[src/sv/fif_pkg.sv]
`default_nettype none

package fif_pkg;

  localparam int HISTORY_DEPTH_DEF = 16;

  localparam int DATA_W = 32;
  localparam int OP_W   = 33;
  localparam int PROD_W = 64;
  localparam int ACC_W  = 52;
  localparam int ROW_W  = 4 * DATA_W;
  localparam int GAIN_W = 17;
  localparam int DLY_W  = 4;
  localparam int DT_W   = 16;
  localparam int IDX_W  = 2;

  localparam logic [GAIN_W-1:0] GAIN_ONE          = 17'd65536;
  localparam logic [GAIN_W-1:0] SPEED_GAIN_RST    = 17'd3277;
  localparam logic [GAIN_W-1:0] POSITION_GAIN_RST = 17'd0;
  localparam logic [DLY_W-1:0]  SYNC_DELAY_RST    = 4'd5;

  // 20 ms in Q0.16 seconds
  localparam logic signed [OP_W-1:0] FLOW_DT_Q16 = 33'sd1311;

  typedef enum logic [IDX_W-1:0] {
    REG_SPEED_GAIN    = 2'd0,
    REG_POSITION_GAIN = 2'd1,
    REG_SYNC_DELAY    = 2'd2
  } fif_reg_t;

  typedef enum logic [9:0] {
    ST_IDLE = 10'b0000000001,
    ST_AD   = 10'b0000000010,
    ST_RH   = 10'b0000000100,
    ST_DD   = 10'b0000001000,
    ST_FP   = 10'b0000010000,
    ST_SD   = 10'b0000100000,
    ST_SE   = 10'b0001000000,
    ST_PE   = 10'b0010000000,
    ST_ACC  = 10'b0100000000,
    ST_FIN  = 10'b1000000000
  } fif_state_t;

  typedef struct packed {
    fif_state_t state;
    logic       load;
    logic       commit;
  } fif_step_t;

  function automatic logic signed [DATA_W-1:0] sat32(input logic signed [PROD_W-1:0] v);
    logic signed [DATA_W-1:0] r;
    if (v > 64'sd2147483647) begin
      r = 32'sh7fffffff;
    end else if (v < -64'sd2147483648) begin
      r = 32'sh80000000;
    end else begin
      r = v[DATA_W-1:0];
    end
    return r;
  endfunction

endpackage

`default_nettype wire

[src/sv/fif_hist_mem.sv]
`default_nettype none

module fif_hist_mem #(
  parameter int DEPTH = fif_pkg::HISTORY_DEPTH_DEF
) (
  input  logic                       clk,
  input  logic                       rst,
  input  logic                       wr_en,
  input  logic [$clog2(DEPTH)-1:0]   wr_addr,
  input  logic [fif_pkg::ROW_W-1:0]  wr_data,
  input  logic [$clog2(DEPTH)-1:0]   rd_addr,
  output logic [fif_pkg::ROW_W-1:0]  rd_data
);

  logic [fif_pkg::ROW_W-1:0] mem [DEPTH];
  logic [DEPTH-1:0]          vld;
  logic [fif_pkg::ROW_W-1:0] rd_q;
  logic                      rd_ok;

  always_ff @(posedge clk) begin
    if (wr_en) begin
      mem[wr_addr] <= wr_data;
    end
    rd_q <= mem[rd_addr];
  end

  // rows never written read as zero
  always_ff @(posedge clk) begin
    if (rst) begin
      vld   <= '0;
      rd_ok <= 1'b0;
    end else begin
      if (wr_en) begin
        vld[wr_addr] <= 1'b1;
      end
      rd_ok <= vld[rd_addr];
    end
  end

  assign rd_data = rd_ok ? rd_q : '0;

endmodule

`default_nettype wire

[config.mk]
export PLATFORM = sky130hd
export DESIGN_NAME = fif_hist_mem
export DESIGN_NICKNAME = d
export VERILOG_FILES = /design/src/sv/fif_pkg.sv /design/src/sv/fif_hist_mem.sv
export SDC_FILE = /design/constraint.sdc
export NUM_CORES = 2
export LEC_CHECK = 0
export BUFFER_PORTS_ARGS = -buffer_cell sky130_fd_sc_hd__buf_2
export CAP_MARGIN = 30
export CORE_MARGIN = 2
export CORE_UTILIZATION = 60
export DETAILED_ROUTE_END_ITERATION = 10
export HOLD_SLACK_MARGIN = 0.02
export PLACE_DENSITY = 0.77
export RECOVER_POWER = 25
export SLEW_MARGIN = 20
export SYNTH_ARGS = -nofsm -noshare
export SYNTH_HDL_FRONTEND = slang
export SYNTH_SLANG_ARGS = --single-unit
export TNS_END_PERCENT = 50
[constraint.sdc]
create_clock -name clk -period 30.4 [get_ports clk]
set_input_delay 3.04 -clock clk [delete_from_list [all_inputs] [get_ports clk]]
set_output_delay 3.04 -clock clk [all_outputs]
set_load 0.05 [all_outputs]
======== Word level (Yosys, flattened, before mapping) ========
Memory sizes are Yosys's and may differ from the RTL's. A register that Yosys moved wholly into a read port is not among the register bits.
Cells that the tools add are included.
cells by class
  order comparisons ....................... 3
  muxes and demuxes ....................... 7
  bitwise logic cells ..................... 1
  reductions and logical operators ........ 1
operators by type and width
  cell                                                 number
  two-way mux 128 bit                                  1
  bitwise OR 16 bit                                    1
  < comparator 4 x 5 -> 1 bit, second input constant   2
  binary-select mux 1 bit (select 4 bit)               1
  demux 1 bit (select 4 bit)                           1
  >= comparator 4 x 1 -> 1 bit, second input constant  1
  two-way mux 1 bit                                    4
  logical AND 1 bit                                    1
storage, ports and cells
  register bits ........................... 17
  bits in writable memories ............... 2048
  output and inout bits ................... 128
  logic and storage cells ................. 15
  memories ................................ 1
memory list
  name  depth  bits a word  rd ports  clocked after memory_dff  wr ports  line                source
  mem   16     128          1         1                         1         fif_hist_mem.sv:15  logic [fif_pkg::ROW_W-1:0] mem [DEPTH];

======== Logic depth before layout (Yosys ltp) ========
  depth after elaboration ................. 5
  depth in mapped cells ................... 8
  depth with buffers taken out ............ 4

======== Least setup slack after synthesis ========
Ideal clock, no wire load.
  kind .................................... input -> register
  start point ............................. input wr_addr[0]
  end point ............................... memory mem[0][0] (netlist bit) (enable)
  setup time .............................. 0.776 ns
  arrival time ............................ 12.244 ns
  required time ........................... 29.624 ns
  slack ................................... 17.380 ns
  stages .................................. 2
  cells stage by stage .................... or3b_2 > nor3_1
RTL lines
  what                line                source
  start: declaration  fif_hist_mem.sv:9   input logic [$clog2(DEPTH)-1:0] wr_addr,
  end: declaration    fif_hist_mem.sv:15
No word-level cell before the write port.

======== Worst setup path after layout ========
  start point ............................. register rd_ok
  end point ............................... output rd_data[53] (netlist bit)
between the ends
  cells in the longest elaborated chain, start to end .. 1
ends and longest elaborated chain
  what                      line                source
  start: declaration        fif_hist_mem.sv:18  logic rd_ok;
  start signal: assignment  fif_hist_mem.sv:36  rd_ok <= vld[rd_addr];
  two-way mux 128 bit       fif_hist_mem.sv:40  assign rd_data = rd_ok ? rd_q : '0;
  end: declaration          fif_hist_mem.sv:12  output logic [fif_pkg::ROW_W-1:0] rd_data
Every way passes these cells.

==> impl.org <==
** Critical path
- Type of the setup path with the least slack :: register to output pin
- Data arrival at the endpoint of the critical path :: 3.51 ns
- Slowest-stage cell, CP :: sky130_fd_sc_hd__dfxtp_4
- Critical path startpoint category :: register
- Traced cell by cell, the critical path runs through buf_4, buf_4, and2_1, buf_2.
- Worst Path Max Fanout :: 57
- Peak per-stage delay on the critical path :: 0.71 ns
- The worst setup path is captured at an output pin.
- CP delay by family, top :: buffers and inverters
- For the worst setup path, the data required time is 27.36 ns.
- CP dominant cell by count :: sky130_fd_sc_hd__buf_4
- Crit path buffers/inverters :: 3

** STA
- Tightest Pin Transition :: 1.071 ns
- Measured against its own limit, the worst slew margin works out to 0.2858.
- Period Utilization, post-route :: 0.2155
- The final hold violation count is 0.
- For this run, the top clock speed supported by timing is 152.7 MHz.
- Post-layout minimum cycle time :: 6.550 ns
- Total negative slack :: 0 ns
- Setup repair after global routing missed its margin :: no
- The number of pins exceeding their max-slew limit in the final report was 0.
- Clock skew after layout :: 0.02496 ns
- Setup violations remaining at the end of the flow were counted as 0.

** Floorplan
- Die outline area :: 137300 um^2
- The floorplan step set the die width to 370.6 um.
- Height of the die :: 370.6 um
- 267 I/O pins were placed.
- Row generation in the floorplan step produced 134 rows.
- For this configuration, the core starts out at a cell density of 0.6041.
- After floorplanning, the core was sized to cover 133500 um^2.

** Detailed routing
- After detailed routing, the number of vias per cell comes to 6.515.
- DR pass1 iterations :: 5
- Via total after detailed routing :: 37.89k
- WL/cell :: 31.29 um
- Sum of routed wire length over all layers :: 182000 um
- Count of unresolved DRC violations after routing :: 0
- The first routing iteration left 5104 violations.
- The count of nets left with antenna violations once routing finished came out at 0.

** Global route
- Wire length of the first global-routing pass :: 263400 um
- Overall track demand over capacity in global routing :: 0.2688
- The via count of the first global-routing pass came to 38.86k.
- The initial antenna violation count was 41.
- Entering global routing, the biggest net connects 113 pins.
- Residual overflow from global routing :: 0

** Clock network
- Insertion delay to the later sink of the worst-skew pair :: 0.82 ns
- After clock tree synthesis, the setup repair step added 0 buffers.
- Number of resized instances in the post-cts repair step :: 0
- CTS HTree Levels :: 4
- The root buffer cell chosen for the clock tree is sky130_fd_sc_hd__clkbuf_16.
- In this run, post-CTS hold repair placed 0 buffers.
- TritonCTS built the clock tree.
- Clock slew seen by the registers of the worst setup and hold paths :: 0.06 ns
- Counting the buffers created by CTS gives 199.
- Max clock buf depth :: 3
- Total clock sinks :: 2193

** Min path
- Min-Delay Path Class :: register to register

** Synthesis
- Share of the synthesized area in the top cell type :: 0.7628
- Most frequent cell after synthesis :: sky130_fd_sc_hd__edfxtp_1
- Flop and latch count out of synthesis :: 2193
- Synthesized cell area :: 80620 um^2
- Average cell area after synthesis :: 23.11 um^2
- Top cell types by occurrence after synthesis :: sky130_fd_sc_hd__edfxtp_1, sky130_fd_sc_hd__mux4_2, sky130_fd_sc_hd__a22oi_1
- The share of the Yosys chip area taken by registers is 0.7988.
- The most used flip-flop cell after synthesis is sky130_fd_sc_hd__edfxtp_1.
- During synthesis, Yosys emitted a total of 0 warnings.
- Number of synthesized flops with an enable pin :: 2048
- The synthesized design spends more area on one cell type than any other, namely sky130_fd_sc_hd__edfxtp_1.
- The number of nets handed over by synthesis was 3627.
- After synthesis, the cell types taking the most area are sky130_fd_sc_hd__edfxtp_1, sky130_fd_sc_hd__mux4_2, sky130_fd_sc_hd__dfxtp_1.
- Synthesis produced 3488 cells.
- In this run, distinct cell masters in the synthesized netlist total 27.
- Async set-or-reset flop fraction in the synthesized netlist :: 0

** Finish
- Core Util, Final :: 0.6800
- The net count of the finished layout is 3989.
- Synth-to-Final Area Change :: 12.56%
- The finished layout holds 5816 standard cells, fillers aside.
- Share of final-layout standard cells stronger than drive strength 1 :: 0.2779

** Placement
- Post-detailed-placement half-perimeter wirelength :: 88690 um
- Global placer's final weighted congestion :: 0.7247
- After detailed placement, the design holds a cell count of 5416.
- Port buffering added 266 buffers.

** Power
- Total power for the finished layout comes to 6.209 mW.
- The analysis attributes to cell leakage a power of 29.22 nW.
- The worst-case IR drop observed on VDD is 0.00006490 V.
- For this design the ratio of total power to cell area is 68.42 nW/um^2.

** Job
- Max-cap violations in this run came to 0.

** Status
- The run finished with clean final reports.
## cells by family after synthesis
family | Yosys count | synth area share
buf+inv | 188 | 0.01116
compound gates | 260 | 0.02528
flops | 2193 | 0.7988
simple gates | 319 | 0.01946
mux | 528 | 0.1453
## cells in the final DEF, fill, tap and decap left out, types with 30 or more instances in the layout
master,count
sky130_fd_sc_hd__a22oi_1,184
sky130_fd_sc_hd__a22oi_2,30
sky130_fd_sc_hd__and2_1,128
sky130_fd_sc_hd__buf_2,170
sky130_fd_sc_hd__buf_4,70
sky130_fd_sc_hd__clkbuf_1,148
sky130_fd_sc_hd__clkbuf_16,201
sky130_fd_sc_hd__clkinv_2,33
sky130_fd_sc_hd__dfxtp_1,144
sky130_fd_sc_hd__edfxtp_1,2048
sky130_fd_sc_hd__mux4_2,514
sky130_fd_sc_hd__nand2_1,110
sky130_fd_sc_hd__nor2_1,45
sky130_fd_sc_hd__o22ai_1,32
## worst reg2reg max path, stage by stage (launching register included)
cell                       delay, ns
sky130_fd_sc_hd__edfxtp_1       0.41
sky130_fd_sc_hd__mux4_2         0.49
sky130_fd_sc_hd__a22oi_1        0.28
sky130_fd_sc_hd__nand2_1        0.13
## path summary, 6_finish.rpt
check	startpoint	end	slack, ns	cells past startpoint
worst max-delay path	rd_ok	rd_data[53]	23.85	4
worst min-delay path	vld[2]	vld[2]	0.47	2
worst max register to register	mem[8][47]	rd_q[47]	28.96	3
worst min register to register	vld[2]	vld[2]	0.47	2
## layer usage
metal  vias to the layer above  share of wire  GRT usage
met4                        36          0.028    0.09561
met1                     20060           0.37     0.3598
li1                      15420              -          -
met5                         -         0.0011          0
met3                       332          0.088    0.04901
met2                      2042           0.51     0.4503
## state kept, by name, indices dropped and copies added (netlist names)
name	flops
rd_ok	1
rd_q	128
vld	16
mem	2048
## report_power, final
part / switching [mW] / internal, mW / total (mW)
Clock: 1.06 / 1.44 / 2.50
Sequential: 0.0251 / 3.38 / 3.40
Combinational: 0.192 / 0.111 / 0.303
## through the flow
step	setup slack (ns)	area, um^2	hold WS (ns)
finish	23.85	90750	0.4716
CTS	23.75	90800	0.4732
global placement	23.08	84030	0.4454
floorplan	17.38	80620	0.4348
global route	23.56	90730	0.5016
detailed placement	23.01	84220	0.4573
## cell type report
class | count | area [um^2]
sequential | 2193 | 64410
fill | 7993 | 42710
multi-input combinational | 1107 | 15470
clock buffer | 277 | 5525
tap | 1768 | 2212
timing repair buffer | 348 | 2026
clock inverter | 100 | 1055
antenna | 22 | 55.05
inverter | 1 | 3.754
Power figures use the tool's default switching activity.
