==> config.mk <==
export PLATFORM = sky130hd
export DESIGN_NAME = fif_lane
export DESIGN_NICKNAME = d
export VERILOG_FILES = /design/src/sv/fif_pkg.sv /design/src/sv/fif_lane.sv
export SDC_FILE = /design/constraint.sdc
export NUM_CORES = 2
export LEC_CHECK = 0
export BUFFER_PORTS_ARGS = -buffer_cell sky130_fd_sc_hd__clkbuf_2
export CORE_MARGIN = 2
export CORE_UTILIZATION = 31
export DETAILED_ROUTE_END_ITERATION = 6
export GPL_ROUTABILITY_DRIVEN = 0
export REMOVE_ABC_BUFFERS = 1
export SLEW_MARGIN = 10
export SYNTH_ARGS = -nofsm -noshare
export SYNTH_HDL_FRONTEND = slang
export SYNTH_SLANG_ARGS = --single-unit
==> constraint.sdc <==
create_clock -name clk -period 26.6 [get_ports clk]
set_clock_uncertainty 0.05 [all_clocks]
set_input_delay 5.32 -clock clk [delete_from_list [all_inputs] [get_ports clk]]
set_output_delay 5.32 -clock clk [all_outputs]
set_load 0.02 [all_outputs]
==> src/sv/fif_pkg.sv <==
`default_nettype none

package fif_pkg;

  localparam int HISTORY_DEPTH_DEF = 16;

  localparam int DATA_W = 32;
  localparam int OP_W   = 33;
  localparam int PROD_W = 64;
  localparam int ACC_W  = 52;
  localparam int ROW_W  = 4 * DATA_W;
  localparam int GAIN_W = 17;
  localparam int DLY_W  = 4;
  localparam int DT_W   = 16;
  localparam int IDX_W  = 2;

  localparam logic [GAIN_W-1:0] GAIN_ONE          = 17'd65536;
  localparam logic [GAIN_W-1:0] SPEED_GAIN_RST    = 17'd3277;
  localparam logic [GAIN_W-1:0] POSITION_GAIN_RST = 17'd0;
  localparam logic [DLY_W-1:0]  SYNC_DELAY_RST    = 4'd5;

  // 20 ms in Q0.16 seconds
  localparam logic signed [OP_W-1:0] FLOW_DT_Q16 = 33'sd1311;

  typedef enum logic [IDX_W-1:0] {
    REG_SPEED_GAIN    = 2'd0,
    REG_POSITION_GAIN = 2'd1,
    REG_SYNC_DELAY    = 2'd2
  } fif_reg_t;

  typedef enum logic [9:0] {
    ST_IDLE = 10'b0000000001,
    ST_AD   = 10'b0000000010,
    ST_RH   = 10'b0000000100,
    ST_DD   = 10'b0000001000,
    ST_FP   = 10'b0000010000,
    ST_SD   = 10'b0000100000,
    ST_SE   = 10'b0001000000,
    ST_PE   = 10'b0010000000,
    ST_ACC  = 10'b0100000000,
    ST_FIN  = 10'b1000000000
  } fif_state_t;

  typedef struct packed {
    fif_state_t state;
    logic       load;
    logic       commit;
  } fif_step_t;

  function automatic logic signed [DATA_W-1:0] sat32(input logic signed [PROD_W-1:0] v);
    logic signed [DATA_W-1:0] r;
    if (v > 64'sd2147483647) begin
      r = 32'sh7fffffff;
    end else if (v < -64'sd2147483648) begin
      r = 32'sh80000000;
    end else begin
      r = v[DATA_W-1:0];
    end
    return r;
  endfunction

endpackage

`default_nettype wire

==> src/sv/fif_lane.sv <==
`default_nettype none

module fif_lane (
  input  logic                                    clk,
  input  logic                                    rst,
  input  fif_pkg::fif_step_t                      step,
  input  logic                                    flow_valid,
  input  logic signed [fif_pkg::DATA_W-1:0]       rate,
  input  logic signed [fif_pkg::DATA_W-1:0]       height,
  input  logic signed [fif_pkg::OP_W-1:0]         accel,
  input  logic        [fif_pkg::DT_W-1:0]         step_time,
  input  logic        [fif_pkg::GAIN_W-1:0]       speed_gain,
  input  logic        [fif_pkg::GAIN_W-1:0]       position_gain,
  input  logic signed [fif_pkg::DATA_W-1:0]       rd_pos,
  input  logic signed [fif_pkg::DATA_W-1:0]       rd_spd,
  output logic signed [fif_pkg::DATA_W-1:0]       new_pos,
  output logic signed [fif_pkg::DATA_W-1:0]       new_spd,
  output logic signed [fif_pkg::DATA_W-1:0]       nav_pos,
  output logic signed [fif_pkg::DATA_W-1:0]       nav_speed,
  output logic signed [fif_pkg::DATA_W-1:0]       flow_pos,
  output logic signed [fif_pkg::DATA_W-1:0]       flow_speed
);

  logic signed [fif_pkg::DATA_W-1:0]   rate_q;
  logic signed [fif_pkg::DATA_W-1:0]   height_q;
  logic signed [fif_pkg::OP_W-1:0]     accel_q;
  logic        [fif_pkg::DT_W-1:0]     dt_q;
  logic                                fvalid_q;

  logic signed [fif_pkg::DATA_W-1:0]   cur_spd;
  logic signed [fif_pkg::DATA_W-1:0]   hist_pos;
  logic signed [fif_pkg::DATA_W-1:0]   hist_spd;
  logic signed [fif_pkg::OP_W-1:0]     delta;
  logic signed [fif_pkg::OP_W-1:0]     serr;
  logic signed [fif_pkg::OP_W-1:0]     perr;
  logic signed [fif_pkg::ACC_W-1:0]    pacc;
  logic signed [fif_pkg::ACC_W-1:0]    sacc;
  logic signed [fif_pkg::PROD_W-1:0]   prod;
  logic signed [fif_pkg::DATA_W-1:0]   fs;
  logic signed [fif_pkg::DATA_W-1:0]   fp;

  logic signed [fif_pkg::OP_W-1:0]     mul_a;
  logic signed [fif_pkg::OP_W-1:0]     mul_b;
  logic signed [2*fif_pkg::OP_W-1:0]   mul_p;
  logic signed [fif_pkg::OP_W-1:0]     dt_op;
  logic signed [fif_pkg::OP_W-1:0]     sg_op;
  logic signed [fif_pkg::OP_W-1:0]     pg_op;
  logic signed [fif_pkg::PROD_W-1:0]   prod_rnd16;
  logic signed [fif_pkg::ACC_W-1:0]    prod_x1;
  logic signed [fif_pkg::ACC_W-1:0]    prod_x2;

  assign dt_op = signed'({{(fif_pkg::OP_W-fif_pkg::DT_W){1'b0}}, dt_q});
  assign sg_op = signed'({{(fif_pkg::OP_W-fif_pkg::GAIN_W){1'b0}}, speed_gain});
  assign pg_op = signed'({{(fif_pkg::OP_W-fif_pkg::GAIN_W){1'b0}}, position_gain});

  always_comb begin
    unique case (step.state)
      fif_pkg::ST_AD: begin
        mul_a = accel_q;
        mul_b = dt_op;
      end
      fif_pkg::ST_RH: begin
        mul_a = fif_pkg::OP_W'(rate_q);
        mul_b = fif_pkg::OP_W'(height_q);
      end
      fif_pkg::ST_DD: begin
        mul_a = delta;
        mul_b = dt_op;
      end
      fif_pkg::ST_FP: begin
        mul_a = fif_pkg::OP_W'(fs);
        mul_b = fif_pkg::FLOW_DT_Q16;
      end
      fif_pkg::ST_SD: begin
        mul_a = fif_pkg::OP_W'(cur_spd);
        mul_b = dt_op;
      end
      fif_pkg::ST_SE: begin
        mul_a = sg_op;
        mul_b = serr;
      end
      fif_pkg::ST_PE: begin
        mul_a = pg_op;
        mul_b = perr;
      end
      default: begin
        mul_a = '0;
        mul_b = '0;
      end
    endcase
  end

  assign mul_p      = mul_a * mul_b;
  assign prod_rnd16 = (prod + 64'sd32768) >>> 16;
  assign prod_x1    = signed'(prod[fif_pkg::ACC_W-1:0]);
  assign prod_x2    = signed'({prod[fif_pkg::ACC_W-2:0], 1'b0});

  // accumulators carry the old value and the rounding half, so the end is a shift
  assign new_pos = fif_pkg::sat32(fif_pkg::PROD_W'(pacc >>> 17));
  assign new_spd = fif_pkg::sat32(fif_pkg::PROD_W'(sacc >>> 16));

  always_ff @(posedge clk) begin
    prod <= mul_p[fif_pkg::PROD_W-1:0];
    if (step.load) begin
      rate_q   <= rate;
      height_q <= height;
      accel_q  <= accel;
      dt_q     <= step_time;
      fvalid_q <= flow_valid;
    end
    unique case (step.state)
      fif_pkg::ST_AD: begin
        cur_spd <= rd_spd;
        pacc    <= {{(fif_pkg::ACC_W-49){rd_pos[fif_pkg::DATA_W-1]}}, rd_pos, 1'b1, 16'b0};
        sacc    <= {{(fif_pkg::ACC_W-48){rd_spd[fif_pkg::DATA_W-1]}}, rd_spd, 1'b1, 15'b0};
      end
      fif_pkg::ST_RH: begin
        hist_pos <= rd_pos;
        hist_spd <= rd_spd;
        sacc     <= sacc + prod_x1;
        delta    <= prod_rnd16[fif_pkg::OP_W-1:0];
      end
      fif_pkg::ST_FP: begin
        pacc <= pacc + prod_x1;
      end
      fif_pkg::ST_SD: begin
        serr <= fvalid_q ? fif_pkg::OP_W'(fs) - fif_pkg::OP_W'(hist_spd) : '0;
      end
      fif_pkg::ST_SE: begin
        pacc <= pacc + prod_x2;
        perr <= fvalid_q ? fif_pkg::OP_W'(fp) - fif_pkg::OP_W'(hist_pos) : '0;
      end
      fif_pkg::ST_PE: begin
        sacc <= sacc + prod_x1;
      end
      fif_pkg::ST_ACC: begin
        pacc <= pacc + prod_x2;
      end
      default: begin
      end
    endcase
    if (step.commit) begin
      nav_pos    <= new_pos;
      nav_speed  <= new_spd;
      flow_pos   <= fp;
      flow_speed <= fs;
    end
  end

  always_ff @(posedge clk) begin
    if (rst) begin
      fs <= '0;
      fp <= '0;
    end else begin
      if (step.state == fif_pkg::ST_DD && fvalid_q) begin
        fs <= fif_pkg::sat32(prod_rnd16);
      end
      if (step.state == fif_pkg::ST_SD && fvalid_q) begin
        fp <= fif_pkg::sat32(fif_pkg::PROD_W'(fp) + prod_rnd16);
      end
    end
  end

endmodule

`default_nettype wire

# --- After elaboration in Yosys (flattened, before gate mapping) ---
# Cells that the tools add are included.
op_classes:
  addsub: 7
  mul: 1
  order_cmp: 8
  eq_ne: 8
  mux: 12
  reduce_logical: 7
ops:
  columns: ["operator", "n"]
  rows:
  - ["$mux W32", 8]
  - ["$pmux W33 S7", 1]
  - ["$pmux W33 S5", 1]
  - ["$add A52 B52 Y52", 3]
  - ["$pmux W52 S3", 1]
  - ["$pmux W52 S2", 1]
  - ["$sub A32 B32 Y33", 2]
  - ["$add A64 B17 Y64 const B", 1]
  - ["$mul A33 B33 Y64", 1]
  - ["$add A32 B48 Y49", 1]
  - ["$gt A49 B32 Y1 const B", 1]
  - ["$lt A49 B32 Y1 const B", 1]
  - ["$gt A48 B32 Y1 const B", 1]
  - ["$lt A48 B32 Y1 const B", 1]
  - ["$gt A36 B32 Y1 const B", 1]
  - ["$lt A36 B32 Y1 const B", 1]
  - ["$gt A35 B32 Y1 const B", 1]
  - ["$lt A35 B32 Y1 const B", 1]
  - ["$eq A10 B2 Y1 const B", 1]
  - ["$eq A10 B3 Y1 const B", 1]
  - ["$eq A10 B4 Y1 const B", 1]
  - ["$eq A10 B5 Y1 const B", 1]
  - ["$eq A10 B6 Y1 const B", 1]
  - ["$eq A10 B7 Y1 const B", 1]
  - ["other kinds (7)", 9]
word_totals:
  register_bits: 669
  in_bits: 226
  elab_cells: 63

# --- Logic depth before layout (Yosys ltp) ---
depth:
  word_depth: 5
  mapped_depth: 42
  mapped_depth_nobuf: 38

# --- Worst setup path before layout ---
# Ideal clock, no wire load.
synth_timing:
  kind: "input-to-reg"
  startpoint: "in step[8] in the netlist's numbering"
  endpoint: "reg prod[61] in the netlist's numbering"
  arrival_ns: 17.823
  required_time_ns: 26.423
  slack_ns: 8.600
  cell_stages: 38
  cell_sequence: "nor2_1 -> nand4_1 -> nor3b_1 -> clkbuf_1 -> clkbuf_1 -> buf_1 -> a22oi_1 -> nand2_1 -> clkbuf_1 -> nand2_1 -> fa_1 -> inv_1 -> fa_1 -> inv_1 -> fa_1 -> inv_1 -> fa_1 -> fa_1 -> [2 not listed] -> inv_1 -> fa_1 -> inv_1 -> ha_1 -> clkbuf_1 -> and2_1 -> a221o_1 -> a21o_1 -> a31oi_1 -> o21ai_0 -> a41oi_1 -> nor3b_1 -> o311ai_1 -> a31oi_1 -> o21ai_0 -> a21oi_1 -> o21ai_0 -> xor2_1"
synth_between:
  elab_chain_len: 4
  word_cells_on_any_way: 11
  cone_classes: "1 x mul; 7 x eq/ne; 2 x mux; 1 x reduce/logical"
synth_lines:
  columns: ["item", "line", "source"]
  rows:
  - ["start: declaration", "fif_lane.sv:6", "input fif_pkg::fif_step_t step,"]
  - ["$eq A10 B4 Y1 (tied with other cells)", "fif_lane.sv:57", "unique case (step.state)"]
  - ["$reduce_or A3 Y1 (no source line)", null, null]
  - ["$pmux W33 S5", "fif_lane.sv:57", null]
  - ["$mul A33 B33 Y64 *", "fif_lane.sv:93", "assign mul_p = mul_a * mul_b;"]
  - ["via mul_p (one bit)", "fif_lane.sv:44", "logic signed [2*fif_pkg::OP_W-1:0] mul_p;"]
  - ["end signal: assignment", "fif_lane.sv:103", "prod <= mul_p[fif_pkg::PROD_W-1:0];"]
  - ["end: declaration", "fif_lane.sv:38", "logic signed [fif_pkg::PROD_W-1:0] prod;"]
# Mark *: on every way through the listed nets, which the timed path passes. The rest lies on a longest branch.
# A chain may end at the register's enable or synchronous reset.

# --- Worst setup path in the final report ---
layout_timing:
  startpoint: "in step[6] in the netlist's numbering"
  endpoint: "reg prod[61] in the netlist's numbering"
# The elaborated chain is that of the path after synthesis.

==> flow_summary.json <==
{
  "clk_latency_ns": 0.74,
  "synth_ff_type": "edfxtp_1",
  "use_met2_pct": 35.2,
  "finalMaxSlewViolations": 0,
  "drive_gt1_share_pct": 9.52,
  "ir_drop_v": 0.0000509,
  "synth-seq-cells": 669,
  "finalSetupViolCount": 0,
  "synth-xor-area-share_pct": 3.97,
  "clock_sinks": 669,
  "syn2layout_area_growth_pct": 11.1,
  "reg2reg_depth": 28,
  "tritoncts": "done",
  "outcome": "complete, but fails checks",
  "grt_pass1_vias": 62500,
  "fin_util_pct": 34.5,
  "p_seq_share_pct": 50.3,
  "cpMostUsedCell": "fa_1",
  "synth_area_leaders": "fa_1 30%, edfxtp_1 22%, ha_1 7.9%",
  "numPlacedInstances": 11300,
  "crit_path_max_incr_delay_ns": 0.71,
  "drc": 1,
  "crit_slowest_cell": "nand2_2",
  "placed_cell_area_um2": 81300,
  "wl_per_cell_um": 24.3,
  "grt_usage_pct": 22.2,
  "finalWorstSetupSlack_ns": 9.50,
  "crit_path_end_kind": "register",
  "met1_usage_pct": 27.9,
  "grtUsageMet3_pct": 4.33,
  "cts_resized": 0,
  "hold_viol": 0,
  "drt-total-wl_mm": 277,
  "mostFrequentLayoutCells": "1322 x inv_1, 1131 x fa_1, 875 x nand2_1, 808 x nor2_1, 541 x edfxtp_1",
  "cp_max_fo": 45,
  "cts.reportedPaths.clkPinSlew_ns": 0.06,
  "rows": 181,
  "netSwitchingFraction_pct": 24.8,
  "vias": 60500,
  "yosysSeqAreaShare_pct": 24.9,
  "htreeDepth": 3,
  "finalPower_mw": 2.33,
  "layout_commonest_cell": "inv_1",
  "ctsLongestPathBuffers": 3,
  "synth_top_area_cell": "fa_1",
  "hp-start": "fp[0]$_SDFFE_PP0P_",
  "synthAdderAreaFrac_pct": 37.9,
  "cts-root-buf": "clkbuf_16",
  "grt_max_degree": 82,
  "combPwrFrac_pct": 3.8,
  "synth-compound-area-share_pct": 11.6,
  "dieArea_um2": 247000,
  "power_switching_uw": 576,
  "violations": "design-rule violations",
  "pre_cts_ws_ns": 9.11,
  "grt_pass1_wl_mm": 410,
  "layout_min_cycle_time_ns": 17.10,
  "port_buffers": 417,
  "synth_top_family_by_area": "adder cells",
  "fin_cells": 11400,
  "crit_start": "step[6]",
  "min_path_type": "reg -> reg",
  "crit_arrival_ns": 17.56,
  "via_per_inst": 5.30,
  "ant_nets": 0,
  "nets": 9966,
  "core_area_um2": 243000,
  "rr_startpoint": "rate_q[17]$_DFFE_PP_",
  "worst_slew_pin_slew_ns": 1.27,
  "pwr-share-clk_pct": 45.8,
  "holdPathStages": 0,
  "maxCapViolCount": 0,
  "drtPass1Iterations": 7,
  "finalCritPeriodShare_pct": 64.3,
  "cp-start-kind": "input port",
  "synth-edff-count": 541,
  "powerDensity_nw_per_um2": 27.8,
  "hold_ws_ns": 0.425,
  "ff2ff_setup_slack_ns": 15.51,
  "path_class": "in -> reg",
  "start_util_pct": 31.1,
  "rsz0062_at_grt": "false",
  "crit_required_ns": 27.06,
  "max-slew-margin-rel_pct": 15.0,
  "p_leak_nw": 38.5,
  "yosys-mux-area-fraction_pct": 0.0846,
  "syn_avg_cell_area_um2": 9.61,
  "synth-simple-area-share_pct": 13.1,
  "async_flop_share_pct": 0,
  "r2r_end": "prod[61]$_DFF_P_",
  "synth.distinct_cells": 91,
  "ys_warn_count": 0,
  "p_int_mw": 1.75,
  "cts_hold_buf": 0,
  "post_cts_buffers": 0,
  "grt_remaining_overflow": 0,
  "synthCells": 7850,
  "antenna_found_initial": 26,
  "numCtsBuffers": 75,
  "die_w_um": 497,
  "max_freq_mhz": 58.5,
  "final_area_um2": 83800,
  "synth_top_area_share_pct": 30.0,
  "die_h_um": 497,
  "boundaryPins": 418,
  "drtIter0Drc": 6554,
  "finalSetupTns_ns": 0,
  "hold_end": "flow_pos[0]$_DFFE_PP_",
  "dpl.hpwl_mm": 220,
  "synthesis.area_um2": 75400,
  "busiest_layer": "met2"
}
power groups by stage:
stage | sequential, mW | combinational, mW | clock (mW)
2_1_floorplan | 1.19 | 0.0186 | 0
3_3_place_gp | 1.19 | 0.0872 | 0
3_5_place_dp | 1.19 | 0.0879 | 0
4_1_cts | 1.17 | 0.0881 | 1.08
5_1_grt | 1.17 | 0.0929 | 1.12
6_report | 1.17 | 0.0887 | 1.07
worst max-delay path: cells and delay by family:
kind / cells / cell delay [ns]
and+or+nand+nor: 7 / 2.41
AOI/OAI and AO/OA: 11 / 2.88
adders and majority gates: 9 / 4.61
buffers and inverters: 9 / 2.05
xor gates and xnor gates: 1 / 0.17
sequential cells by signal, indices dropped and copies added, names as in the netlist, 33 cells and up:
signal and flops:
prod 64, pacc 52, sacc 52, accel_q 33, delta 33, perr 33
serr 33
cells by family after synthesis:
family / after synthesis
and+or+nand+nor: 2275
buffers and inverters: 1659
AOI/OAI and AO/OA: 1291
DFF: 669
adders and majority gates: 1608
muxes: 6
xor gates and xnor gates: 342
layer usage:
| metal | up-vias | part of all wire [%] |
|---|---|---|
| met4 | 4 | 7.2 |
| met1 | 30400 | 38 |
| met2 | 3262 | 45 |
| met3 | 706 | 9.3 |
| met5 | - | 0.0087 |
| li1 | 26100 | - |
synthesized netlist by cell type, drive strengths merged (39+ instances only):
cell    number
o21a        99
xnor2      211
fa        1131
o21bai      40
dfxtp      128
nand2b      54
nor3        97
a211oi      62
and2        39
a21oi      334
nor2b       48
nand3      117
nand2      878
o21ai      234
nand4       54
clkbuf     296
ha         477
xor2       131
buf         39
edfxtp     541
a22oi       76
and3        60
inv       1323
a21o       174
nor2       813
layout make-up:
class                           instances  area (um2)
Tap cell                             3202        4010
Inverter                             1324        4970
Sequential cell                       669       18800
Clock buffer                           93        1970
Clock inverter                         42         510
Antenna cell                           12        30.0
Timing Repair Buffer                  540        3030
Fill cell                           24300      159000
Multi-Input combinational cell       5522       50500
worst max path at each step:
stage,to,cells past startpoint,slack [ns]
floorplan,prod[61]$_DFF_P_,31,-1.97
global placement,prod[61]$_DFF_P_,37,9.13
detailed placement,prod[61]$_DFF_P_,37,9.11
CTS,prod[61]$_DFF_P_,37,9.75
global route,prod[61]$_DFF_P_,37,9.26
finish,prod[61]$_DFF_P_,37,9.50
No activity file was read; power rests on OpenSTA's default activity.
