**src/sv/fif_pkg.sv**
```systemverilog
`default_nettype none

package fif_pkg;

  localparam int HISTORY_DEPTH_DEF = 16;

  localparam int DATA_W = 32;
  localparam int OP_W   = 33;
  localparam int PROD_W = 64;
  localparam int ACC_W  = 52;
  localparam int ROW_W  = 4 * DATA_W;
  localparam int GAIN_W = 17;
  localparam int DLY_W  = 4;
  localparam int DT_W   = 16;
  localparam int IDX_W  = 2;

  localparam logic [GAIN_W-1:0] GAIN_ONE          = 17'd65536;
  localparam logic [GAIN_W-1:0] SPEED_GAIN_RST    = 17'd3277;
  localparam logic [GAIN_W-1:0] POSITION_GAIN_RST = 17'd0;
  localparam logic [DLY_W-1:0]  SYNC_DELAY_RST    = 4'd5;

  // 20 ms in Q0.16 seconds
  localparam logic signed [OP_W-1:0] FLOW_DT_Q16 = 33'sd1311;

  typedef enum logic [IDX_W-1:0] {
    REG_SPEED_GAIN    = 2'd0,
    REG_POSITION_GAIN = 2'd1,
    REG_SYNC_DELAY    = 2'd2
  } fif_reg_t;

  typedef enum logic [9:0] {
    ST_IDLE = 10'b0000000001,
    ST_AD   = 10'b0000000010,
    ST_RH   = 10'b0000000100,
    ST_DD   = 10'b0000001000,
    ST_FP   = 10'b0000010000,
    ST_SD   = 10'b0000100000,
    ST_SE   = 10'b0001000000,
    ST_PE   = 10'b0010000000,
    ST_ACC  = 10'b0100000000,
    ST_FIN  = 10'b1000000000
  } fif_state_t;

  typedef struct packed {
    fif_state_t state;
    logic       load;
    logic       commit;
  } fif_step_t;

  function automatic logic signed [DATA_W-1:0] sat32(input logic signed [PROD_W-1:0] v);
    logic signed [DATA_W-1:0] r;
    if (v > 64'sd2147483647) begin
      r = 32'sh7fffffff;
    end else if (v < -64'sd2147483648) begin
      r = 32'sh80000000;
    end else begin
      r = v[DATA_W-1:0];
    end
    return r;
  endfunction

endpackage

`default_nettype wire

```
**src/sv/fif_ctrl.sv**
```systemverilog
`default_nettype none

module fif_ctrl #(
  parameter int DEPTH = fif_pkg::HISTORY_DEPTH_DEF
) (
  input  logic                          clk,
  input  logic                          rst,
  input  logic                          in_valid,
  output logic                          in_ready,
  output logic                          out_valid,
  input  logic                          out_ready,
  input  logic [fif_pkg::DLY_W-1:0]     sync_delay,
  output fif_pkg::fif_step_t            step,
  output logic [$clog2(DEPTH)-1:0]      rd_addr,
  output logic                          wr_en,
  output logic [$clog2(DEPTH)-1:0]      wr_addr
);

  localparam int HW = $clog2(DEPTH);
  localparam int SW = HW + 1;

  fif_pkg::fif_state_t state;
  fif_pkg::fif_state_t state_next;

  logic [HW-1:0] head;
  logic [HW-1:0] head_next;
  logic [HW-1:0] slot;
  logic [SW-1:0] dly;
  logic [SW-1:0] kmax;
  logic [SW-1:0] k;
  logic [SW-1:0] sum;
  logic [SW-1:0] sum_wrap;
  logic          load;
  logic          commit;
  logic          out_free;

  assign in_ready = (state == fif_pkg::ST_IDLE);
  assign load     = in_valid && in_ready;
  assign out_free = !out_valid || out_ready;
  assign commit   = (state == fif_pkg::ST_FIN) && out_free;

  assign dly      = SW'(sync_delay);
  assign kmax     = SW'(DEPTH - 1);
  assign k        = (dly > kmax) ? kmax : dly;
  assign sum      = {1'b0, head} + SW'(DEPTH) - k;
  assign sum_wrap = sum - SW'(DEPTH);
  assign slot     = (sum >= SW'(DEPTH)) ? sum_wrap[HW-1:0] : sum[HW-1:0];

  assign head_next = (head == HW'(DEPTH - 1)) ? '0 : head + 1'b1;

  // newest row while waiting, then the delayed row
  assign rd_addr = (state == fif_pkg::ST_AD) ? slot : head;
  assign wr_en   = commit;
  assign wr_addr = head_next;

  assign step.state  = state;
  assign step.load   = load;
  assign step.commit = commit;

  always_comb begin
    unique case (state)
      fif_pkg::ST_IDLE: state_next = load ? fif_pkg::ST_AD : fif_pkg::ST_IDLE;
      fif_pkg::ST_AD:   state_next = fif_pkg::ST_RH;
      fif_pkg::ST_RH:   state_next = fif_pkg::ST_DD;
      fif_pkg::ST_DD:   state_next = fif_pkg::ST_FP;
      fif_pkg::ST_FP:   state_next = fif_pkg::ST_SD;
      fif_pkg::ST_SD:   state_next = fif_pkg::ST_SE;
      fif_pkg::ST_SE:   state_next = fif_pkg::ST_PE;
      fif_pkg::ST_PE:   state_next = fif_pkg::ST_ACC;
      fif_pkg::ST_ACC:  state_next = fif_pkg::ST_FIN;
      fif_pkg::ST_FIN:  state_next = out_free ? fif_pkg::ST_IDLE : fif_pkg::ST_FIN;
      default:          state_next = fif_pkg::ST_IDLE;
    endcase
  end

  always_ff @(posedge clk) begin
    if (rst) begin
      state     <= fif_pkg::ST_IDLE;
      head      <= '0;
      out_valid <= 1'b0;
    end else begin
      state <= state_next;
      if (commit) begin
        head      <= head_next;
        out_valid <= 1'b1;
      end else if (out_ready) begin
        out_valid <= 1'b0;
      end
    end
  end

  a_commit_shows: assert property (@(posedge clk) disable iff (rst)
    commit |=> out_valid)
    else $error("committed item not presented");

  a_head_holds: assert property (@(posedge clk) disable iff (rst)
    !commit |=> $stable(head))
    else $error("history head moved without a commit");

  a_no_write_on_accept: assert property (@(posedge clk) disable iff (rst)
    in_ready |-> !wr_en)
    else $error("history written while taking an item");

  a_slot_range: assert property (@(posedge clk) disable iff (rst)
    slot <= HW'(DEPTH - 1))
    else $error("history slot beyond ring");

endmodule

`default_nettype wire

```
**config.mk**
```make
export PLATFORM = sky130hd
export DESIGN_NAME = fif_ctrl
export DESIGN_NICKNAME = d
export VERILOG_FILES = /design/src/sv/fif_pkg.sv /design/src/sv/fif_ctrl.sv
export SDC_FILE = /design/constraint.sdc
export NUM_CORES = 1
export LEC_CHECK = 0
export ABC_AREA = 1
export BUFFER_PORTS_ARGS = -buffer_cell sky130_fd_sc_hd__buf_4
export CAP_MARGIN = 20
export CORE_MARGIN = 5
export CORE_UTILIZATION = 50
export CTS_CLUSTER_DIAMETER = 80
export DETAILED_ROUTE_END_ITERATION = 7
export PLACE_DENSITY_LB_ADDON = 0.05
export SLEW_MARGIN = 15
export SYNTH_ARGS = -nofsm -noshare
export SYNTH_HDL_FRONTEND = slang
export SYNTH_SLANG_ARGS = --single-unit
```
**constraint.sdc**
```tcl
create_clock -name clk -period 1.3 [get_ports clk]
set_input_delay 0 -clock clk [delete_from_list [all_inputs] [get_ports clk]]
set_output_delay 0 -clock clk [all_outputs]
set_load 0.01 [all_outputs]
```
* Word-level counts from Yosys, hierarchy flattened
Cells that the tools add are included.
Cells by class: reduce and logical (&&, ||, !) cells 5, order comparisons 2, mux-type cells 9, $add $sub $neg 4, eq/ne operators 11
Operators by type and width (count):
- $pmux 10 s10 | 1
- $mux 4 | 4
- $eq 10x1->1 const B | 1
- $eq 10x10->1 const B | 1
- $eq 10x2->1 const B | 1
- $eq 10x3->1 const B | 1
- $eq 10x4->1 const B | 1
- $eq 10x5->1 const B | 1
- $eq 10x6->1 const B | 1
- $eq 10x7->1 const B | 1
- $eq 10x8->1 const B | 1
- $eq 10x9->1 const B | 1
- $mux 10 | 1
- $add 4x5->5 const B | 1
- $ge 5x5->1 const B | 1
- $sub 5x4->5 | 1
- $add 4x1->4 const B | 1
- $eq 4x4->1 const B | 1
- $gt 4x4->1 const B | 1
- $sub 4x1->4 const B | 1
- $logic_and 1x1->1 | 2
- $mux 1 | 2
- $mux 2 | 1
- $reduce_bool 2->1 | 1
- 2 further kinds | 2
Word-level totals: flip-flop bits (word level) 15, bits of input ports 8, word-level logic and storage cells 34

* Depth between registers and ports, before layout
Gate-level depths: netlist of the first run.
depth in word-level cells 6, mapped depth 11, mapped depth without buffers 11

* Worst setup path after synthesis of the first run
No wires, ideal clock.
path kind flip-flop to output port, start register head[0], end output port rd_addr[2], required time 1300 ps, arrival time 1361 ps, setup slack -61 ps, cell stages (with the launch flop) 7, buffers on the path 0, cell sequence dfxtp_1 inv_1 ha_1 inv_1 fa_1 xnor2_1 o21ai_0
On the way: word-level cells in the longest chain between the ends 5, elaborated cells between the ends (all ways) 6
Ends and longest elaborated chain:
- start: declaration | line fif_ctrl.sv:25 | logic [HW-1:0] head;
- start signal: assignment | line fif_ctrl.sv:84 | head <= head_next;
- $add 4x5->5 * | line fif_ctrl.sv:45 | assign sum = {1'b0, head} + SW'(DEPTH) - k;
- $sub 5x4->5 * | line fif_ctrl.sv:45
- $sub 4x1->4 / $ge 5x5->1 (equally long branches) | line fif_ctrl.sv:46, fif_ctrl.sv:47
- $mux 4 * | line fif_ctrl.sv:47 | assign slot = (sum >= SW'(DEPTH)) ? sum_wrap[HW-1:0] : sum[HW-1:0];
- $mux 4 * | line fif_ctrl.sv:52 | assign rd_addr = (state == fif_pkg::ST_AD) ? slot : head;
- end: declaration | line fif_ctrl.sv:14 | output logic [$clog2(DEPTH)-1:0] rd_addr,
Every way passes the cells marked *; elsewhere a longest branch is shown, timed or not.

* Worst setup path after layout of the first run
start register head[0], end output port rd_addr[1]
The elaborated chain is that of the path after synthesis.

==> reports/metrics.cfg, run 1 <==
[status]
status = complete, but fails checks
violations = negative setup slack

[clock_network]
cts_root_buf = clkbuf_4
numCtsBuffers = 3
clkTransAtPathRegs_ps = 90
cts_htree_levels = 1
clock_path_buffers = 2
clk_latency_ps = 290
cts.sinks = 15
tritoncts = done

[synthesis]
muxShareOfSynthArea_pct = 0
ys_ff_latch = 15
synth_xor_area_share_pct = 2.57
synth.yosys.warnings = 0
synthAdderAreaFrac_pct = 6.85
syn_nets = 171
yosysSeqAreaShare_pct = 29.3
synthSimpleGateAreaFrac_pct = 45.2
synth.distinct_cells = 28
synth-compound-area-share_pct = 4.28
syn_area_per_cell_sq_um = 6.48
synth_cells = 158
syn_area_sq_um = 1020
synth_top_family_by_area = simple AND/OR/NAND/NOR gates

[grt]
grt_usage_pct = 18.6
gr-total-overflow = 0
grt_pass1_wl_um = 4580
grt_pass1_vias = 1082
antenna_found_initial = 0
grt_max_degree = 12

[finish]
post-route-util_pct = 86.7
layout-drive-gt1-share_pct = 54.0
fill_cells = 115
layout.nets = 229
seqCellArea_sq_um = 318
multi_input_area_sq_um = 757
fin_cells = 242
diodes = 0
area_growth_pct = 66.1

[place]
placement.io_buffers = 30
gp_congestion = 0.823
place_inst = 219
dp_hpwl_um = 1900
post-place-ws_ps = -42.2

[floorplanning]
num_rows = 16
initial_utilization_pct = 52.2
io_pins = 31
dieArea_sq_um = 3050
die_w_um = 55.2
core-area_sq_um = 1960
die_h_um = 55.2

[power_and_ir_drop]
pwr_density_cell_nw_per_um2 = 586
vdd_drop_max_v = 0.000470
power.leakage_uw = 0.000856

[setup_path]
cp_data_arrival_time_ps = 1700
crit_family = adder cells
critPathKind = reg -> out
critical-path-max-stage-delay_ps = 530
worst-path-buf-inv = 3
cp.required_ps = 1300
worst_path_most_repeated_cell = inv_2
cp_cell_sequence = inv_2 -> ha_4 -> inv_2 -> fa_2 -> nand2_1 -> o21ai_1 -> buf_4
cp-start-kind = register
end_kind = output pin
cp_slowest_cell = fa_2
cp_max_fo = 2

[detailed_routing]
num_vias = 1263
drt_pass1_iterations = 4
route.detailed.vias_per_inst = 5.22
drcViolationCount = 0
drt_wl_total_um = 3670
wl_per_cell_um = 15.2
ant_nets = 0
drt_iter0_markers = 40

[sta]
fin_crit_ps = 1700
slew_viol_final = 0
worstMarginPinSlew_ps = 298
final.setup_skew_ps = 0.921
rsz0062_at_grt = yes
setup_ws_ps = -402
setup_viol = 15
fmax_mhz = 588
finalHoldViolations = 0
max_slew_margin_pct = 80.0
post-route-period-util_pct = 131

[min_path]
hold_class = in -> reg

[flow_run]
drv_cap = 0

-- per-stage QoR --
stage / hold slack [ps] / setup TNS, ps / total power, uW / cell area, sq um
2_1_floorplan: 143 / 0 / 592 / 1020
3_3_place_gp: 261 / -3.59 / 651 / 1320
3_5_place_dp: 266 / -84.3 / 654 / 1320
4_1_cts: 28.5 / -1380 / 961 / 1540
5_1_grt: 55.8 / -3010 / 1030 / 1700
6_report: 23.2 / -2060 / 997 / 1700
-- cells in the mapped netlist (all sizes together) --
cell,count,area share (%)
nand2,45,18
nor2,37,16
inv,27,9.9
dfxtp,15,29
o21ai,6,2.9
nand3,5,2.9
ha,4,4.9
a21oi,2,1.3
buf,2,1.5
nand3b,2,1.5
nand4,2,2.7
nor3,2,0.98
nor4,2,1.8
or2,2,1.2
xor2,2,1.7
clkbuf,1,0.37
fa,1,2.0
xnor2,1,0.86
-- cell families (layout without fill, tap and decap cells) --
group,Yosys count,count (layout)
AO/OA/AOI/OAI,8,8
flip-flops,15,15
adder cells (fa/ha/maj),5,5
XOR/XNOR,3,3
AND/OR/NAND/NOR,97,97
buffers and inverters,30,87
-- registers in the layout (all words and copies together) (netlist names) --
name and flops:
head 4, out_valid 1, state 10
-- worst paths after layout --
check | from | to | slack [ps] | depth (start not counted)
worst max register to register | state[2]$_SDFF_PP0_ | state[0]$_SDFF_PP1_ | -170 | 10
worst min register to register | out_valid$_SDFFE_PP0P_ | out_valid$_SDFFE_PP0P_ | 610 | 3
worst max-delay path | head[0]$_SDFFE_PP0P_ | rd_addr[1] | -400 | 7
worst min-delay path | out_ready | out_valid$_SDFFE_PP0P_ | 20 | 3
-- worst reg2reg max path, cell delays in order (launching register included) --
cell and delay, ps:
dfxtp_2 340, inv_2 80, nand2_4 70, buf_6 120, nor2_4 100, nand4_1 180
buf_4 210, nand2_1 70, inv_1 40, nand3_1 100, nand2_1 60
-- cells in the final DEF, fill, tap and decap left out, types with 2 or more instances in the layout --
cell type and count:
nor2_4 4, nand2_1 32, inv_2 8, ha_1 2
ha_4 2, inv_1 17, nand2_2 8, dfxtp_2 11
inv_4 2, buf_6 9, nor2_2 6, nand2_4 5
nor2_1 26, nand3b_1 2, o21ai_1 5, dlygate4sd3_1 2
dfxtp_1 3, nand3_1 3, buf_4 45, clkbuf_4 3
-- where the power goes --
group	internal (uW)	switching, uW	total [uW]
Combinational	111	127	238
Clock	120	165	285
Sequential	466	8.42	474
-- area by class of cell --
type	count	area share [%]
Multi-Input combinational cell	113	44.5
Timing Repair Buffer	56	27.0
Inverter	27	6.25
Clock buffer	4	1.55
Tap cell	27	1.99
Sequential cell	15	18.7
-- timing repair --
item	CTS	global route
resized for setup	36	42
pin swaps	13	15
gates cloned	0	1
hold buffers	2	0
buffers inserted	13	5
endpoints found under the setup margin	11	17
hold endpoints to repair	10	0
-- layer usage --
metal / GRT usage, % / part of all wire, % / up-vias
met5: 0 / 0 / -
met3: 3.73 / 7.8 / 13
met2: 31.3 / 51 / 71
li1: - / - / 590
met4: 8.33 / 3.0 / 0
met1: 22.6 / 38 / 589
Power figures use the tool's default switching activity.
==> inputs of run 2 (changes only) <==
==> constraint.sdc (replaced) <==
create_clock -name clk -period 1.6 [get_ports clk]
set_input_delay 0 -clock clk [delete_from_list [all_inputs] [get_ports clk]]
set_output_delay 0 -clock clk [all_outputs]
set_load 0.01 [all_outputs]
==> reports/metrics.cfg, run 2 (synthesis results as in run 1) <==
[place]
placement.io_buffers = 30  ; unchanged
dp_hpwl_um = 1820  ; -4.3%
place_inst = 212  ; -3.2%
gp_congestion = 0.809  ; -1.7%
post-place-ws_ps = 130  ; +173 ps

[clock_network]
clkTransAtPathRegs_ps = 100  ; about the same
clk_latency_ps = 280  ; about the same
cts_root_buf = clkbuf_4
cts.sinks = 15  ; unchanged
tritoncts = done
numCtsBuffers = 3  ; unchanged
cts_htree_levels = 1  ; unchanged
clock_path_buffers = 2  ; unchanged

[setup_path]
r2r_slack_ps = 280  ; +450 ps
cp-start-kind = register
rr_worst_depth = 8  ; -2
cp.required_ps = 1600  ; +300 ps
worst-path-buf-inv = 3  ; unchanged
cp_data_arrival_time_ps = 1620  ; -80 ps
cp_cell_sequence = inv_2 -> ha_4 -> inv_2 -> fa_2 -> nand2_1 -> o21ai_1 -> buf_4
reg2reg_to = state[0]$_SDFF_PP1_
cp_max_fo = 2  ; unchanged
critPathLaunch = head[0]$_SDFFE_PP0P_
worst_path_most_repeated_cell = inv_2
crit_end = rd_addr[1]
cp.depth = 7  ; unchanged
critical-path-max-stage-delay_ps = 510  ; -20 ps
critPathKind = reg -> out
crit_family = adder cells
end_kind = output pin
timing.rr.start = state[8]$_SDFF_PP0_
cp_slowest_cell = fa_2

[power_and_ir_drop]
power.leakage_uw = 0.000725  ; -15%
vdd_drop_max_v = 0.000519  ; +10%
seqPwrFrac_pct = 51.0  ; +3.4 points
pwr_density_cell_nw_per_um2 = 546  ; -6.9%
swShare_pct = 28.5  ; -1.7 points
pwr-share-clk_pct = 29.8  ; +1.3 points
switchingPower_uw = 214  ; -29%
pwr-share-comb_pct = 19.2  ; -4.7 points
p_total_uw = 751  ; -25%
power.internal_uw = 537  ; -23%

[detailed_routing]
drt_iter0_markers = 9  ; -78%
drt_wl_total_um = 2340  ; -36%
route.detailed.vias_per_inst = 4.48  ; -14%
ant_nets = 0  ; unchanged
num_vias = 995  ; -21%
drt_pass1_iterations = 4  ; unchanged
drcViolationCount = 0  ; unchanged
wl_per_cell_um = 10.5  ; -31%

[sta]
finalHoldViolations = 0  ; unchanged
fin_crit_ps = 1620
setup_viol = 1  ; -14
setup_ws_ps = -24.4  ; +377 ps
post-route-period-util_pct = 102
slew_viol_final = 0  ; unchanged
fmax_mhz = 616
final.setup_skew_ps = 5.96  ; +5.04 ps
rsz0062_at_grt = yes
max_slew_margin_pct = 80.2  ; +0.19 points
worstMarginPinSlew_ps = 295  ; -2.89 ps

[status]
status = complete, but fails checks
violations = negative setup slack

[flow_run]
drv_cap = 0  ; unchanged

[floorplanning]
num_rows = 16  ; unchanged
initial_utilization_pct = 52.2  ; unchanged
die_w_um = 55.2  ; unchanged
dieArea_sq_um = 3050  ; unchanged
core-area_sq_um = 1960  ; unchanged
io_pins = 31  ; unchanged
die_h_um = 55.2  ; unchanged

[finish]
area_growth_pct = 34.4
layout.nets = 209  ; -8.7%
fin_cells = 222  ; -8.3%
final_cell_mix = nand2_1 (41), buf_4 (34), nor2_1 (33)
largest_reg_flops = 10  ; unchanged
largest_register = state
fill_cells = 186  ; +62%
diodes = 0  ; unchanged
top_regs = state: 10 flops, head: 4 flops, out_valid: 1 flops
layout_commonest_cell = nand2_1
layout-drive-gt1-share_pct = 30.8  ; -23 points

[grt]
antenna_found_initial = 0  ; unchanged
gr-total-overflow = 0  ; unchanged
grt_max_degree = 12  ; unchanged
grt_pass1_vias = 962  ; -11%
grt_pass1_wl_um = 4110  ; -10%
grt_usage_pct = 16.2  ; -2.4 points

[min_path]
hold_class = in -> reg
min_from = out_ready

run 2: cell types whose count changed in the layout (fill, tap and decap cells not counted), moves of 5 or more:
cell     delta
buf_4      -11
buf_6       -9
nand2_1     +9
dfxtp_1     +8
dfxtp_2     -8
inv_1       +7
nor2_1      +7
inv_2       -5
nand2_2     -5
run 2: power by group through the flow:
stage	Sequential (uW)	Combinational, uW	Clock (uW)
final	383	144	224
after global routing	384	162	249
after CTS	385	144	231
after detailed placement	393	135	0
after global placement	393	132	0
after floorplan	395	85.3	0
run 2: worst register-to-register path: stages (launching register included):
cell     delay [ps]
dfxtp_1         330
inv_2           110
nand2_2         140
nor2_2          170
nand4_1         200
nand2_1         120
inv_1            40
nand3_1          70
nand2_1          50
run 2: how the worst min path moves through the flow:
stage                     depth (start not counted)  slack [ps]                     end
final                                             3          30  out_valid$_SDFFE_PP0P_
after global routing                              3          30  out_valid$_SDFFE_PP0P_
after CTS                                         3          30  out_valid$_SDFFE_PP0P_
after detailed placement                          2         260     state[9]$_SDFF_PP0_
after global placement                            2         260     state[9]$_SDFF_PP0_
after floorplan                                   2         140     state[1]$_SDFF_PP0_
run 2: per-stage QoR:
| step | hold WS, ps | cell area (sq um) | setup TNS, ps | utilization (%) |
|---|---|---|---|---|
| after global routing | 29.4 | 1380 | -354 | 70.1 |
| after global placement | 263 | 1260 | 0 | 64.4 |
| after detailed placement | 260 | 1260 | 0 | 64.4 |
| after CTS | 30.5 | 1350 | -17.6 | 68.9 |
| after floorplan | 143 | 1020 | 0 | - |
| final | 29.6 | 1380 | -24.4 | 70.1 |
run 2: repair_timing:
| action | CTS | global route |
|---|---|---|
| hold buffers | 2 | 0 |
| endpoints found under the hold margin | 10 | 0 |
| pin swaps | 0 | 2 |
| endpoints found under the setup margin | 3 | 9 |
| buffers inserted | 2 | 2 |
| gates resized for setup | 10 | 7 |
run 2: per-layer routing:
layer	track usage, %	vias up	part of all wire [%]
li1	-	552	-
met3	4.20	2	5.6
met1	21.2	417	49
met2	25.8	24	44
met5	0	-	0
met4	5.21	0	0.64
run 2: area by class of cell:
| cell class | instances | area (sq um) | share of cell area, % |
|---|---|---|---|
| well taps | 27 | 33.8 | 2.46 |
| multi-input cells | 113 | 629 | 45.8 |
| clock inverters | 1 | 5.00 | 0.364 |
| flip-flops and latches | 15 | 308 | 22.4 |
| clock buffers | 3 | 22.5 | 1.64 |
| inverters | 27 | 101 | 7.37 |
| repair buffers | 36 | 275 | 20.0 |
